$ cat src/hw/rtl/hpq_pkg.sv
// Shared types, widths and microcode encodings for the heap priority queue.
// No dependencies; all other files reference this package by scoped names.
package hpq_pkg;

  localparam int CAPACITY = 1024;
  localparam int IDX_W    = $clog2(CAPACITY);      // heap position
  localparam int FILL_W   = $clog2(CAPACITY + 1);  // entry count, holds CAPACITY itself
  localparam int KID_W    = IDX_W + 2;             // 2*pos+2 without overflow
  localparam int COUNT_W  = 11;                    // reported entry count
  localparam int STEP_W   = 4;

  typedef struct packed {
    logic signed [31:0] score;
    logic        [15:0] row;
    logic        [15:0] column;
  } entry_t;

  // status codes
  localparam logic [1:0] ST_DONE  = 2'd0;
  localparam logic [1:0] ST_FULL  = 2'd1;
  localparam logic [1:0] ST_EMPTY = 2'd2;

  // func codes
  localparam logic FN_INSERT = 1'b0;
  localparam logic FN_REMOVE = 1'b1;

  // microprogram step addresses
  localparam logic [STEP_W-1:0] S_IDLE      = 4'd0;
  localparam logic [STEP_W-1:0] S_INS_READ  = 4'd1;
  localparam logic [STEP_W-1:0] S_INS_TEST  = 4'd2;
  localparam logic [STEP_W-1:0] S_INS_MOVE  = 4'd3;
  localparam logic [STEP_W-1:0] S_INS_PUT   = 4'd4;
  localparam logic [STEP_W-1:0] S_REM_LOAD  = 4'd5;
  localparam logic [STEP_W-1:0] S_REM_TAKE  = 4'd6;
  localparam logic [STEP_W-1:0] S_REM_LEFT  = 4'd7;
  localparam logic [STEP_W-1:0] S_REM_RIGHT = 4'd8;
  localparam logic [STEP_W-1:0] S_REM_PICK  = 4'd9;
  localparam logic [STEP_W-1:0] S_REM_TEST  = 4'd10;
  localparam logic [STEP_W-1:0] S_REM_MOVE  = 4'd11;
  localparam logic [STEP_W-1:0] S_REM_PUT   = 4'd12;
  localparam logic [STEP_W-1:0] S_REJ_FULL  = 4'd13;
  localparam logic [STEP_W-1:0] S_REJ_EMPTY = 4'd14;

  // memory read address select
  localparam logic [2:0] RD_NONE   = 3'd0;
  localparam logic [2:0] RD_PARENT = 3'd1;
  localparam logic [2:0] RD_LCHILD = 3'd2;
  localparam logic [2:0] RD_RCHILD = 3'd3;
  localparam logic [2:0] RD_LAST   = 3'd4;

  // memory write data select (address is always pos)
  localparam logic [1:0] WR_NONE  = 2'd0;
  localparam logic [1:0] WR_CUR   = 2'd1;
  localparam logic [1:0] WR_RDATA = 2'd2;
  localparam logic [1:0] WR_BEST  = 2'd3;

  localparam logic [1:0] CUR_HOLD  = 2'd0;
  localparam logic [1:0] CUR_IN    = 2'd1;
  localparam logic [1:0] CUR_RDATA = 2'd2;

  localparam logic [2:0] POS_HOLD   = 3'd0;
  localparam logic [2:0] POS_FILL   = 3'd1;
  localparam logic [2:0] POS_ZERO   = 3'd2;
  localparam logic [2:0] POS_PARENT = 3'd3;
  localparam logic [2:0] POS_BEST   = 3'd4;

  localparam logic [1:0] BEST_HOLD  = 2'd0;
  localparam logic [1:0] BEST_LEFT  = 2'd1;
  localparam logic [1:0] BEST_RIGHT = 2'd2;  // take right child only if strictly larger

  localparam logic [1:0] FILL_HOLD = 2'd0;
  localparam logic [1:0] FILL_INC  = 2'd1;
  localparam logic [1:0] FILL_DEC  = 2'd2;

  localparam logic [2:0] J_NEXT     = 3'd0;
  localparam logic [2:0] J_GOTO     = 3'd1;
  localparam logic [2:0] J_IF       = 3'd2;
  localparam logic [2:0] J_DISPATCH = 3'd3;
  localparam logic [2:0] J_END      = 3'd4;

  localparam logic [2:0] C_POS_ZERO  = 3'd0;
  localparam logic [2:0] C_PARENT_GT = 3'd1;
  localparam logic [2:0] C_NO_CHILD  = 3'd2;
  localparam logic [2:0] C_NO_RIGHT  = 3'd3;
  localparam logic [2:0] C_STOP      = 3'd4;

  typedef struct packed {
    logic [2:0]        rd;
    logic [1:0]        wr;
    logic [1:0]        cur_ld;
    logic [2:0]        pos_ld;
    logic [1:0]        best_ld;
    logic [1:0]        fill_op;
    logic [2:0]        jmp;
    logic [2:0]        cond;
    logic [STEP_W-1:0] target;
    logic [1:0]        st;
  } ucw_t;

  // datapath condition flags seen by the sequencer
  typedef struct packed {
    logic pos_zero;
    logic parent_gt;
    logic no_child;
    logic no_right;
    logic stop;
    logic full;
    logic empty;
  } flags_t;

endpackage

$ cat src/hw/rtl/hpq_ucode_rom.sv
// Microcode ROM for the heap priority queue: one control word per step.
// Depends on hpq_pkg.
module hpq_ucode_rom (
  input  logic [hpq_pkg::STEP_W-1:0] step,
  output hpq_pkg::ucw_t              cw
);

  always_comb begin
    cw         = '0;
    cw.rd      = hpq_pkg::RD_NONE;
    cw.wr      = hpq_pkg::WR_NONE;
    cw.cur_ld  = hpq_pkg::CUR_HOLD;
    cw.pos_ld  = hpq_pkg::POS_HOLD;
    cw.best_ld = hpq_pkg::BEST_HOLD;
    cw.fill_op = hpq_pkg::FILL_HOLD;
    cw.jmp     = hpq_pkg::J_NEXT;
    cw.cond    = hpq_pkg::C_POS_ZERO;
    cw.target  = hpq_pkg::S_IDLE;
    cw.st      = hpq_pkg::ST_DONE;
    case (step)
      hpq_pkg::S_IDLE: begin
        // capture the incoming entry every idle cycle; tail position for insert
        cw.cur_ld = hpq_pkg::CUR_IN;
        cw.pos_ld = hpq_pkg::POS_FILL;
        cw.jmp    = hpq_pkg::J_DISPATCH;
      end
      hpq_pkg::S_INS_READ: begin
        cw.rd     = hpq_pkg::RD_PARENT;
        cw.jmp    = hpq_pkg::J_IF;
        cw.cond   = hpq_pkg::C_POS_ZERO;
        cw.target = hpq_pkg::S_INS_PUT;
      end
      hpq_pkg::S_INS_TEST: begin
        cw.jmp    = hpq_pkg::J_IF;
        cw.cond   = hpq_pkg::C_PARENT_GT;
        cw.target = hpq_pkg::S_INS_PUT;
      end
      hpq_pkg::S_INS_MOVE: begin
        cw.wr     = hpq_pkg::WR_RDATA;
        cw.pos_ld = hpq_pkg::POS_PARENT;
        cw.jmp    = hpq_pkg::J_GOTO;
        cw.target = hpq_pkg::S_INS_READ;
      end
      hpq_pkg::S_INS_PUT: begin
        cw.wr      = hpq_pkg::WR_CUR;
        cw.fill_op = hpq_pkg::FILL_INC;
        cw.jmp     = hpq_pkg::J_END;
        cw.st      = hpq_pkg::ST_DONE;
      end
      hpq_pkg::S_REM_LOAD: begin
        cw.rd      = hpq_pkg::RD_LAST;
        cw.fill_op = hpq_pkg::FILL_DEC;
        cw.pos_ld  = hpq_pkg::POS_ZERO;
      end
      hpq_pkg::S_REM_TAKE: begin
        cw.cur_ld = hpq_pkg::CUR_RDATA;
      end
      hpq_pkg::S_REM_LEFT: begin
        cw.rd     = hpq_pkg::RD_LCHILD;
        cw.jmp    = hpq_pkg::J_IF;
        cw.cond   = hpq_pkg::C_NO_CHILD;
        cw.target = hpq_pkg::S_REM_PUT;
      end
      hpq_pkg::S_REM_RIGHT: begin
        cw.best_ld = hpq_pkg::BEST_LEFT;
        cw.rd      = hpq_pkg::RD_RCHILD;
        cw.jmp     = hpq_pkg::J_IF;
        cw.cond    = hpq_pkg::C_NO_RIGHT;
        cw.target  = hpq_pkg::S_REM_TEST;
      end
      hpq_pkg::S_REM_PICK: begin
        cw.best_ld = hpq_pkg::BEST_RIGHT;
      end
      hpq_pkg::S_REM_TEST: begin
        cw.jmp    = hpq_pkg::J_IF;
        cw.cond   = hpq_pkg::C_STOP;
        cw.target = hpq_pkg::S_REM_PUT;
      end
      hpq_pkg::S_REM_MOVE: begin
        cw.wr     = hpq_pkg::WR_BEST;
        cw.pos_ld = hpq_pkg::POS_BEST;
        cw.jmp    = hpq_pkg::J_GOTO;
        cw.target = hpq_pkg::S_REM_LEFT;
      end
      hpq_pkg::S_REM_PUT: begin
        cw.wr  = hpq_pkg::WR_CUR;
        cw.jmp = hpq_pkg::J_END;
        cw.st  = hpq_pkg::ST_DONE;
      end
      hpq_pkg::S_REJ_FULL: begin
        cw.jmp = hpq_pkg::J_END;
        cw.st  = hpq_pkg::ST_FULL;
      end
      hpq_pkg::S_REJ_EMPTY: begin
        cw.jmp = hpq_pkg::J_END;
        cw.st  = hpq_pkg::ST_EMPTY;
      end
      default: begin
        cw.jmp    = hpq_pkg::J_GOTO;
        cw.target = hpq_pkg::S_IDLE;
      end
    endcase
  end

endmodule

$ cat src/hw/rtl/hpq_seq.sv
// Microcode sequencer: step counter, jump logic, result strobe and status.
// Depends on hpq_pkg and hpq_ucode_rom.
module hpq_seq (
  input  logic                 clk,
  input  logic                 rst,
  input  logic                 start,
  input  logic                 func,
  input  hpq_pkg::flags_t      flags,
  output hpq_pkg::ucw_t        cw,
  output logic                 busy,
  output logic                 done,
  output logic [1:0]           status
);

  logic [hpq_pkg::STEP_W-1:0] step;
  logic [hpq_pkg::STEP_W-1:0] step_next;
  logic                       cond_hit;

  hpq_ucode_rom u_rom (
    .step (step),
    .cw   (cw)
  );

  always_comb begin
    case (cw.cond)
      hpq_pkg::C_POS_ZERO:  cond_hit = flags.pos_zero;
      hpq_pkg::C_PARENT_GT: cond_hit = flags.parent_gt;
      hpq_pkg::C_NO_CHILD:  cond_hit = flags.no_child;
      hpq_pkg::C_NO_RIGHT:  cond_hit = flags.no_right;
      hpq_pkg::C_STOP:      cond_hit = flags.stop;
      default:              cond_hit = 1'b0;
    endcase
  end

  always_comb begin
    case (cw.jmp)
      hpq_pkg::J_NEXT: step_next = step + 1'b1;
      hpq_pkg::J_GOTO: step_next = cw.target;
      hpq_pkg::J_IF:   step_next = cond_hit ? cw.target : step + 1'b1;
      hpq_pkg::J_DISPATCH: begin
        if (!start) begin
          step_next = hpq_pkg::S_IDLE;
        end else if (func == hpq_pkg::FN_INSERT) begin
          step_next = flags.full ? hpq_pkg::S_REJ_FULL : hpq_pkg::S_INS_READ;
        end else begin
          step_next = flags.empty ? hpq_pkg::S_REJ_EMPTY : hpq_pkg::S_REM_LOAD;
        end
      end
      default: step_next = hpq_pkg::S_IDLE;  // end of program
    endcase
  end

  always_ff @(posedge clk) begin
    if (rst) begin
      step <= hpq_pkg::S_IDLE;
      done <= 1'b0;
    end else begin
      step <= step_next;
      done <= (cw.jmp == hpq_pkg::J_END);
    end
  end

  always_ff @(posedge clk) begin
    if (cw.jmp == hpq_pkg::J_END) begin
      status <= cw.st;
    end
  end

  assign busy = (step != hpq_pkg::S_IDLE);

`ifndef ASSERT_OFF
  a_done_idle: assert property (@(posedge clk) disable iff (rst)
    done |-> (step == hpq_pkg::S_IDLE))
    else $error("result strobe while program still running");
  a_start_runs: assert property (@(posedge clk) disable iff (rst)
    (start && !busy) |=> busy)
    else $error("accepted transaction did not start the program");
  a_done_once: assert property (@(posedge clk) disable iff (rst)
    done |=> !done)
    else $error("result strobe longer than one cycle");
`endif

endmodule

$ cat config.mk
export PLATFORM = sky130hd
export DESIGN_NAME = hpq_seq
export DESIGN_NICKNAME = d
export VERILOG_FILES = /design/src/hw/rtl/hpq_pkg.sv /design/src/hw/rtl/hpq_ucode_rom.sv /design/src/hw/rtl/hpq_seq.sv
export SDC_FILE = /design/constraint.sdc
export NUM_CORES = 1
export LEC_CHECK = 0
export ABC_AREA = 1
export BUFFER_PORTS_ARGS = -buffer_cell sky130_fd_sc_hd__buf_4
export CORE_MARGIN = 1
export CORE_UTILIZATION = 46
export CTS_CLUSTER_DIAMETER = 60
export CTS_CLUSTER_SIZE = 16
export DETAILED_ROUTE_END_ITERATION = 6
export HOLD_SLACK_MARGIN = 0.03
export PLACE_DENSITY = 0.85
export SLEW_MARGIN = 20
export SYNTH_ARGS = -nofsm -noshare
export SYNTH_HDL_FRONTEND = slang
export SYNTH_HIERARCHICAL = 1
export SYNTH_SLANG_ARGS = --single-unit
$ cat constraint.sdc
create_clock -name clk -period 3.15 [get_ports clk]
set_input_delay 0.315 -clock clk [delete_from_list [all_inputs] [get_ports clk]]
set_output_delay 0.315 -clock clk [all_outputs]
set_load 0.02 [all_outputs]
==> results of run 1 <==
-- how the worst max path moves through the flow --
stage,endpoint
after global routing,step[0]
after CTS,step[3]
after floorplan,step[3]
final,step[3]
after global placement,step[3]
after detailed placement,step[3]
-- state kept, by name (all words and copies together) (netlist names) --
register	flops
done	1
status	2
step	4
-- layer usage --
| metal | vias up | global-route usage [%] | part of all wire (%) |
|---|---|---|---|
| met1 | 409 | 31.5 | 43 |
| met5 | - | 0 | 0 |
| met3 | 6 | 8.70 | 8.0 |
| met4 | 0 | 3.23 | 2.0 |
| met2 | 50 | 40.0 | 47 |
| li1 | 488 | - | - |
-- power groups by stage --
stage | Combinational [mW] | Clock, mW | Sequential [mW]
after global routing | 0.902 | 0.0927 | 0.153
final | 0.829 | 0.0854 | 0.149
after detailed placement | 0.821 | 0 | 0.148
after floorplan | 0.543 | 0 | 0.142
after CTS | 0.825 | 0.0857 | 0.147
after global placement | 0.804 | 0 | 0.147
-- placed cells by master, fill, tap and decap left out --
master	n
sky130_fd_sc_hd__edfxtp_1	2
sky130_fd_sc_hd__nand2_4	1
sky130_fd_sc_hd__nand4_1	1
sky130_fd_sc_hd__nor3_2	2
sky130_fd_sc_hd__buf_4	40
sky130_fd_sc_hd__nand2_1	42
sky130_fd_sc_hd__clkbuf_1	1
sky130_fd_sc_hd__xor2_1	1
sky130_fd_sc_hd__a21oi_1	1
sky130_fd_sc_hd__dfxtp_1	5
sky130_fd_sc_hd__nor2_1	18
sky130_fd_sc_hd__nand2_2	1
sky130_fd_sc_hd__nand3_1	11
sky130_fd_sc_hd__inv_1	24
sky130_fd_sc_hd__o21ai_0	5
sky130_fd_sc_hd__clkbuf_4	3
sky130_fd_sc_hd__xnor2_1	1
sky130_fd_sc_hd__nor3b_1	1
sky130_fd_sc_hd__nor3_1	3
sky130_fd_sc_hd__clkinv_1	2
sky130_fd_sc_hd__inv_2	6
sky130_fd_sc_hd__o21ai_1	2
sky130_fd_sc_hd__ha_1	2
sky130_fd_sc_hd__nor4_1	1
-- cells by family (layout without fill, tap and decap cells) --
family                   count (synthesis)  count (layout)
flip-flops                               7               7
AO/OA/AOI/OAI                            8               8
XOR/XNOR                                 2               2
buffers and inverters                   33              76
adder cells (fa/ha/maj)                  2               2
AND/OR/NAND/NOR                         81              81
-- through the flow --
step | total power [mW] | setup WS [ps] | cell area, um^2
after global placement | 0.950 | 1110 | 1030
after CTS | 1.06 | 1010 | 1060
after global routing | 1.15 | 730 | 1060
final | 1.06 | 947 | 1060
after detailed placement | 0.969 | 1080 | 1030
after floorplan | 0.684 | 972 | 723
-- synth_stat cells --
library cell / instances / area [um^2]
sky130_fd_sc_hd__nor4_1: 1 / 6.26
sky130_fd_sc_hd__ha_1: 2 / 25.0
sky130_fd_sc_hd__o21ai_1: 2 / 10.0
sky130_fd_sc_hd__o21ai_0: 5 / 25.0
sky130_fd_sc_hd__nand2_4: 1 / 11.3
sky130_fd_sc_hd__xor2_1: 1 / 8.76
sky130_fd_sc_hd__nand2_1: 42 / 158
sky130_fd_sc_hd__inv_1: 24 / 90.1
sky130_fd_sc_hd__dfxtp_1: 5 / 100
sky130_fd_sc_hd__nand4_1: 1 / 6.26
sky130_fd_sc_hd__nor3b_1: 1 / 7.51
sky130_fd_sc_hd__buf_4: 1 / 7.51
sky130_fd_sc_hd__clkinv_1: 2 / 7.51
sky130_fd_sc_hd__nand2_2: 1 / 6.26
sky130_fd_sc_hd__nor3_2: 2 / 20.0
sky130_fd_sc_hd__edfxtp_1: 2 / 60.1
sky130_fd_sc_hd__nor2_1: 18 / 67.6
sky130_fd_sc_hd__nor3_1: 3 / 15.0
sky130_fd_sc_hd__a21oi_1: 1 / 5.00
sky130_fd_sc_hd__nand3_1: 11 / 55.1
sky130_fd_sc_hd__xnor2_1: 1 / 8.76
sky130_fd_sc_hd__inv_2: 6 / 22.5
-- final cells by class --
| class | instances | area [um^2] |
|---|---|---|
| fillers | 115 | 322 |
| clock buffers | 4 | 26.3 |
| multi-input cells | 93 | 435 |
| flip-flops and latches | 7 | 160 |
| inverters | 32 | 120 |
| well taps | 15 | 18.8 |
| repair buffers | 40 | 300 |
==> metrics list, run 1 <==
* Worst skew pair latency: 250 ps
- TritonCTS created 3 clock buffers.
* Via count of the first global-routing pass: 800
- H-tree depth reported by CTS: 1
- Of the cells placed in the final design, the portion with a size suffix greater than 1 is 30.1%.
- Max Clk Rate: 454 MHz
- Maximum count of clock buffers along a single path: 2
- The worst setup path is launched from a register.
- The first global-routing pass estimated 3370 um of wire.
- Detailed Route Iter0 Violations: 28
- For the worst flop-to-flop path, the logic depth is 11.
- The critical path goes through nand2_1, nand2_1, nor3b_1, inv_2, nor3_2, nand2_1, nor2_1, o21ai_1, nand3_1, nand2_1, inv_1.
- After floorplanning, the core was divided into 13 placement rows.
- Largest net degree at the start of global routing: 9
- Setup repair after global routing left no endpoint under its margin.
- Master cell of the clock root buffer: sky130_fd_sc_hd__clkbuf_4
* Internal power: 454 uW
- Measured slew at the worst slew-check pin: 579 ps
- The finished layout holds 191 standard cells, fillers aside.
- Classification of the worst-slack hold path: primary input to register
- Clock Skew: 5.15 ps
* Area share of and/or/nand/nor cells after synthesis: 48.8%
- Switching Share: 57.3%
- Die X: 41.7 um
- Global routing used 24.4% of the available tracks across all layers.
* Final GP Congestion: 0.953
- Slowest cell on the critical path: sky130_fd_sc_hd__nor3b_1
* Required time reported for the critical path endpoint: 3350 ps
- Counting buffers and inverters, the worst setup path is 11 cells deep.
- The floorplan step defined a core boundary enclosing 0.00138 mm^2.
- Number of port buffers: 40
- Power spread over the standard cell area amounts to 1000 mW/mm^2.
- Largest delay contributor family on the critical path: simple AND/OR/NAND/NOR gates
- In this run the worst path has a maximum fanout of 8.
- Sequential share of power: 14.0%
- Starting Density: 52.3%
* Fraction of the yosys area taken by sequential cells: 22.1%
- The repair_antennas step left the layout with diodes totalling 0.
- Instance count after placement with tap cells included: 187
- The count of nets left with antenna violations once routing finished came out at 0.
- HPWL Detailed: 1700 um
- Setup violations remaining at the end of the flow were counted as 0.
* Critical Path End Type: register
- Startpoint of the lowest-slack hold path: rst
* Critical Setup Path Class: register to register
* Reg-to-reg critical path endpoint: step[3]
* Die area: 0.00173 mm^2
- Clock period minus final worst setup slack: 2200 ps
- Data on the critical path arrives at its endpoint at 2400 ps.
* I/O pin count: 41
- Post-route core utilization: 76.7%
- Synthesized instance count: 133
- Endpoint of the worst hold-timing path: done
* Clock share of power: 8.0%
- Max-slew violation count: 0
* Avg Synthesized Cell Area: 5.44 um^2
* Main combinational cell family by area after synthesis: simple AND/OR/NAND/NOR gates
- The setup check on the worst reg-to-reg path leaves a slack of 950 ps.
* Remaining max-slew budget at the tightest pin: 61.3%
- The startpoint identified for the worst register-to-register timing path is step[0].
- In this run, post-CTS hold repair placed 0 buffers.
- Measured against the total synthesized area, the mux share comes to 0%.
- Count of final hold-check violations: 0
- TritonCTS clock tree: done
- Largest stage delay on the critical path: 510 ps
- Synth unique cells: 22
- Complex-gate fraction of the synthesized area: 5.54%
- In the routed layout, each cell is associated on average with a via count of 4.99.
- Before antenna repair, the detailed router went through 4 iterations.
- Post-CTS resize count: 0
- Summed over all layers, the global routing overflow is 0.
- The worst path uses 69.9% of the clock period.
- Post-synthesis instance area: 723 um^2
* Final Routed Wirelength: 2130 um
- The area growth from synthesis to layout is 46.7%.
- The run finished with clean final reports.
- The net count of the finished layout is 190.
- The most critical setup path has its startpoint at step[0].
* Worst Hold Margin: 230 ps
* WP buf/inv: 2
- In this design, the critical path's most frequently occurring cell is sky130_fd_sc_hd__nand2_1.
- In the routed design, unresolved DRC markers number 0.
* Total via count in the routed design: 953
- Setup TNS: 0 ps
- Max cap viols: 0
- The worst hold path was traced through 2 stages.
* Synthesis-stage register bit count: 7
- The die is 41.7 um tall.
- Clock sink total: 7
- Combinational share of power: 78.0%
- For this run, the number of Yosys warnings is 6.
- Sw power: 609 uW
* Number of antenna violations at the first check in global routing: 0
- In this run the static leakage power is 0.644 nW.
- The number of nets handed over by synthesis was 146.
- Max VDD drop: 0.757 mV
- The synthesized netlist devotes 2.42% of its cell area to XOR and XNOR gates.
* Post-Synth Adder-Cell Area: 3.46%
- Count of buffers added by post-CTS timing repair for setup: 0
- Clock slew at the register clock pins of the worst setup and hold paths: 50 ps
- Mean routed wirelength per cell: 11.2 um
No activity file was read; power rests on OpenSTA's default activity.
==> run 2: changes to the inputs <==
CORE_UTILIZATION = 39   (was 46)
PLACE_DENSITY = 0.77   (was 0.85)
clock period = 2 ns   (was 3.15 ns; I/O delays follow)
==> run 2 against run 1 <==
Fmax grew 20%; sequential share of layout area shrank 0.63 points; largest cell class unchanged; sequential power grew 57%; clock skew grew 3.1 ps; non-clock buffer count grew 2; die area grew 17%; sequential cell count is the same; core utilization shrank 12 points.
==> metrics list, run 2 (same netlist as run 1, synthesis figures left out) <==
- Run status: finished clean
- Counting every sink on the clock net gives 7.
* PnR Total Power: 1.72 mW
- For the worst flop-to-flop path, the logic depth is 12.
- Reg-to-reg critical path endpoint: step[0]
* Clock slew at the register clock pins of the worst setup and hold paths: 60 ps
- Core footprint: 0.00173 mm^2
- The internal portion of the total power is 757 uW.
- Max-cap violations in this run came to 0.
- The smallest clock period supported by the final layout is computed as 1840 ps.
- For this configuration, the core starts out at a cell density of 41.9%.
* Count of buffers added by post-CTS timing repair for setup: 0
- The worst hold path begins at rst.
* Most frequent standard cell in the layout excluding fill and tap cells: sky130_fd_sc_hd__buf_4
- Wire length of the first global-routing pass: 3090 um
- Worst reg2reg setup slack: 160 ps
- Max-slew violation count: 0
* Post-CTS resize count: 0
* Max VDD drop: 0.921 mV
- Total routing resource utilization after global routing: 20.9%
- Combinational cells account for 78.4% of the total power.
* Detailed Route Iter0 Violations: 18
- Cells fill 64.6% of the core in the end.
- In this run the number of H-tree levels came out at 1.
- Maximum count of clock buffers along a single path: 2
* Fill cell count: 185
* Pwr per Cell Area: 1540 mW/mm^2
* Antenna Cells: 0
- In the routed design, unresolved DRC markers number 0.
- The top cell types in the final layout, fill and taps aside, are sky130_fd_sc_hd__buf_4, sky130_fd_sc_hd__nand2_1, sky130_fd_sc_hd__inv_1, sky130_fd_sc_hd__nor2_1, sky130_fd_sc_hd__nand3_1.
- Remaining global-route overflow: 0
- TritonCTS built the clock tree.
- Measured along the x axis, the die boundary spans 45.1 um.
* Measured slew at the worst slew-check pin: 344 ps
- The number of antenna violations at the first check in global routing is 0.
- Across the routed clock network, the largest skew measured is 8.25 ps.
* Max Clk Rate: 543 MHz
* Remaining max-slew budget at the tightest pin: 76.9%
- The finished cells cover 0.00112 mm^2.
- Std cell rows: 15
- Share of the clock period used by the worst path after layout: 92.1%
* Worst skew pair latency: 270 ps
- Area growth from synthesis to final layout: 54.3%
- Master cell of the clock root buffer: sky130_fd_sc_hd__clkbuf_4
* Number of buffers created by CTS: 3
- The number of endpoints with negative hold slack in the final report was 0.
- STA classifies the critical path endpoint as a register.
- Final hold analysis gives a worst-case slack of 98.6 ps.
- # setup viols final: 0
- Mean routed wirelength per cell: 10.2 um
- Mean number of vias per cell: 4.47
- Data arrives at the worst endpoint at 2050 ps.
* Die area: 0.00203 mm^2
- The final route contains 907 vias.
* Required time reported for the critical path endpoint: 2210 ps
- Counting instances, the worst hold path has a depth of 2.
* I/O pin count: 41
- In this run the critical register-to-register path is launched from step[3].
- Clock share of power: 8.0%
* HPWL Detailed: 1690 um
- Via count of the first global-routing pass: 758
- Critical Setup Path Class: register to register
* Post-CTS Hold Buffers: 0
- Initial DRT Pass Iterations: 4
- Share of final-layout standard cells stronger than drive strength 1: 34.8%
* Endpoint of the worst hold-timing path: done
- Routed Antenna Nets: 0
- Reg with most FFs: step
* Sw power: 964 uW
- Number of flip-flops in the largest register: 4
- Number of port buffers: 40
- At the end of routability-driven placement, the weighted congestion stood at 0.881.
- The worst setup path is launched from a register.
- Largest net degree at the start of global routing: 9
- The routed design has 2070 um of wire.
- Cell area after placement: 0.00107 mm^2
- Count of non-filler cells in the finished layout: 203
- The tightest min-delay check is of the primary input to register type.
- The largest registers in the layout are step x4, status x2, done x1.
* Final nets: 192
- Of all nets on the critical path, the largest fanout is 6.
* Sequential share of power: 13.6%
- Net switching is 56.0% of the power.
- The number of placed instances, taps included, is 199.
- Measured along the y axis, the die boundary spans 45.1 um.
* Leakage power total: 0.666 nW
[run 2: layout make-up]
| class | count | area [um^2] | area share, % |
|---|---|---|---|
| multi-input cells | 93 | 462 | 41.4 |
| inverters | 32 | 120 | 10.8 |
| flip-flops and latches | 7 | 161 | 14.5 |
| well taps | 25 | 31.3 | 2.80 |
| clock buffers | 4 | 26.3 | 2.35 |
| repair buffers | 42 | 315 | 28.3 |
[run 2: worst max path at each step]
stage | startpoint | end | slack, ps | cells past startpoint
6_report | step[3] | step[0] | 160 | 12
5_1_grt | step[3] | step[0] | -3 | 12
4_1_cts | step[2] | step[0] | 80 | 16
3_5_place_dp | step[2] | step[0] | 100 | 16
3_3_place_gp | step[2] | step[0] | 140 | 16
2_1_floorplan | step[1] | status[0] | 50 | 5
[run 2: layer usage]
layer	up-vias	track usage (%)	part of all wire [%]
met3	3	3.20	5.9
met2	33	36.8	50
li1	496	-	-
met1	375	23.5	43
met5	-	0	0
met4	0	12.1	1.0
[run 2: metrics by stage]
step	setup WS, ps	setup TNS [ps]
global route	-3.18	-3.18
CTS	75.3	0
detailed placement	101	0
floorplan	47.6	0
finish	158	0
global placement	136	0
[run 2: critical path: stages (launching register included)]
cell	delay [ps]
sky130_fd_sc_hd__dfxtp_1	420
sky130_fd_sc_hd__inv_1	130
sky130_fd_sc_hd__nand2_2	140
sky130_fd_sc_hd__inv_1	70
sky130_fd_sc_hd__nand2_1	100
sky130_fd_sc_hd__nand2_1	180
sky130_fd_sc_hd__nor3_2	250
sky130_fd_sc_hd__nand3_1	110
sky130_fd_sc_hd__nand2_1	130
sky130_fd_sc_hd__nand2_1	70
sky130_fd_sc_hd__nand3_1	90
sky130_fd_sc_hd__nand2_1	50
sky130_fd_sc_hd__inv_1	40
[run 2: power by group through the flow]
stage | Sequential, mW | Clock [mW] | Combinational [mW]
after floorplan | 0.223 | 0 | 0.861
after global placement | 0.228 | 0 | 1.30
after detailed placement | 0.231 | 0 | 1.31
after CTS | 0.228 | 0.142 | 1.32
after global routing | 0.240 | 0.148 | 1.47
final | 0.234 | 0.138 | 1.35
==> run 3: changes to the inputs <==
RECOVER_POWER = 25   (was unset)
==> run 3 against run 2 <==
Worst setup slack got worse by 0.55 ps; clock skew is essentially flat; clock-buffer cell count unchanged; critical path depth unchanged; register-to-register slack barely moved; combinational power about the same; final cell count did not move; design area down 1.3%; core utilization shrank 0.87 points; non-clock buffer count stayed put; sequential share of layout area up 0.20 points; largest power group unchanged.
==> metrics list, run 3 (same netlist as run 1, synthesis figures left out) <==
* Clock slew at the register clock pins of the worst setup and hold paths: 60 ps
* Classification of the worst-slack hold path: primary input to register
- At the pin with the least slew margin, the transition time is 343 ps.
- The clock drives 7 sinks.
- Total routing resource utilization after global routing: 20.9%
- Before CTS, the worst setup slack after placement is 101 ps.
- Max VDD drop: 0.920 mV
- Total via count in the routed design: 911
* Worst hold path cell count: 2
* Worst skew pair latency: 270 ps
- After routing the design area is 0.00110 mm^2.
- I/O pin count: 41
* Most frequent standard cell in the layout excluding fill and tap cells: sky130_fd_sc_hd__nand2_1
- The flow ran to the end, and the final reports show no timing, DRC or antenna violations.
- Master cell of the clock root buffer: sky130_fd_sc_hd__clkbuf_4
- Cell area after placement: 0.00107 mm^2
- Data on the critical path is required at its endpoint by 2210 ps.
- Critical Path End Type: register
- After detailed routing, the number of vias per cell comes to 4.49.
* Wire length of the first global-routing pass: 3090 um
* Share of final-layout standard cells stronger than drive strength 1: 32.6%
- Max Clk Rate: 543 MHz
- Counting cells, the worst reg-to-reg path comes to 12.
- STA classifies the critical path startpoint as a register.
* Count of buffers added by post-CTS timing repair for setup: 0
* Mean routed wirelength per cell: 10.2 um
- Worst path arrival time: 2050 ps
* Via count of the first global-routing pass: 758
- Clock period minus final worst setup slack: 1840 ps
* Final Routed Wirelength: 2070 um
- For hold timing, the worst endpoint is done.
- Entering global routing, the biggest net connects 9 pins.
- Dividing total power by cell area gives a power density of 1560 mW/mm^2.
- Worst Path Max Fanout: 6
* Share of the clock period used by the worst path after layout: 92.1%
- Max-slew violation count: 0
- Starting Density: 41.9%
* Most used cells in the layout excluding fill and tap cells: sky130_fd_sc_hd__nand2_1, sky130_fd_sc_hd__buf_4, sky130_fd_sc_hd__inv_1, sky130_fd_sc_hd__nor2_1, sky130_fd_sc_hd__nand3_1
* Worst Hold Margin: 98.4 ps
- The number of antenna violations at the first check in global routing was 0.
- The analysis attributes to cell leakage a power of 0.651 nW.
* Maximum count of clock buffers along a single path: 2
- After legalization and detailed placement, the total HPWL measured 1690 um.
- From synthesis to final layout, the design area changed by 52.2%.
* Antenna Cells: 0
- Number of flip-flops in the largest register: 4
* Final GP Congestion: 0.881
- The setup check on the worst reg-to-reg path leaves a slack of 160 ps.
- Final nets: 192
* Post-route core utilization: 63.8%
- Count of final hold-check violations: 0
* Remaining DRCs: 0
- Reg-to-reg critical path endpoint: step[0]
* Top flop regs: step x4, status x2, done x1
- Reg-to-reg startpoint: step[3]
* Initial DRT Pass Iterations: 4
* Core footprint: 0.00173 mm^2
- The critical path in this run is classified as register to register.
* Die height: 45.1 um
* Final setup slack of the worst path: 158 ps
- # setup viols final: 0
- Max cap viols: 0
- H-tree depth reported by CTS: 1
- Once detail routing completed, the nets flagged for antenna violations numbered 0.
- TritonCTS built the clock tree.
- Setup TNS: 0 ps
* Std cell rows: 15
* Die X: 45.1 um
* Startpoint of the lowest-slack hold path: rst
* Remaining max-slew budget at the tightest pin: 77.0%
- Clock Skew: 8.24 ps
* Detailed Route Iter0 Violations: 18
- Number of buffers created by CTS: 3
- The floorplan step defined a die boundary enclosing 0.00203 mm^2.
* Number of port buffers: 40
* Reg with most FFs: step
* Remaining global-route overflow: 0
## run 3: changes by cell type in the layout (fill, tap and decap cells not counted)
cell / previous run / this run
sky130_fd_sc_hd__buf_4: 42 / 38
sky130_fd_sc_hd__clkbuf_1: 1 / 5
## run 3: how the worst max path moves through the flow
stage / slack (ps) / start / cells past startpoint / to
floorplan: 50 / step[1] / 5 / status[0]
global placement: 140 / step[2] / 16 / step[0]
detailed placement: 100 / step[2] / 16 / step[0]
CTS: 80 / step[2] / 16 / step[0]
global route: -3 / step[3] / 12 / step[0]
finish: 160 / step[3] / 12 / step[0]
## run 3: where the power goes
part / leakage, nW / internal (mW) / switching, mW
sequential: 0.0553 / 0.179 / 0.0551
combinational: 0.581 / 0.498 / 0.848
clock: 0.0150 / 0.0767 / 0.0614
total: 0.651 / 0.753 / 0.965
## run 3: metal layers
metal / vias up / routed length (um) / track usage (%)
met5: - / 0 / 0
met4: 0 / 21 / 12.1
met3: 3 / 130 / 3.20
met2: 36 / 1030 / 36.8
met1: 376 / 882 / 23.5
li1: 496 / - / -
## run 3: worst max-delay path, stage by stage, from the launching register on
cell and delay, ps:
sky130_fd_sc_hd__dfxtp_1 420, sky130_fd_sc_hd__inv_1 130, sky130_fd_sc_hd__nand2_2 140, sky130_fd_sc_hd__inv_1 70, sky130_fd_sc_hd__nand2_1 100, sky130_fd_sc_hd__nand2_1 180
sky130_fd_sc_hd__nor3_2 250, sky130_fd_sc_hd__nand3_1 110, sky130_fd_sc_hd__nand2_1 130, sky130_fd_sc_hd__nand2_1 70, sky130_fd_sc_hd__nand3_1 90, sky130_fd_sc_hd__nand2_1 50
sky130_fd_sc_hd__inv_1 40
## run 3: layout make-up
| class | count | area, um^2 |
|---|---|---|
| inverter | 32 | 120 |
| tap | 25 | 31.3 |
| clock buffer | 4 | 26.3 |
| multi-input combinational | 93 | 462 |
| fill | 192 | 626 |
| sequential | 7 | 161 |
| timing repair buffer | 42 | 300 |
## run 3: repair_timing
action                     in CTS  in global routing
hold buffers                    0                  0
setup endpoints to repair       0                  4
gates resized for setup         0                  7
## run 3: through the flow
step | power [mW] | instances
finish | 1.72 | 203
global route | 1.85 | 203
global placement | 1.53 | 199
detailed placement | 1.55 | 199
floorplan | 1.08 | 133
CTS | 1.69 | 203
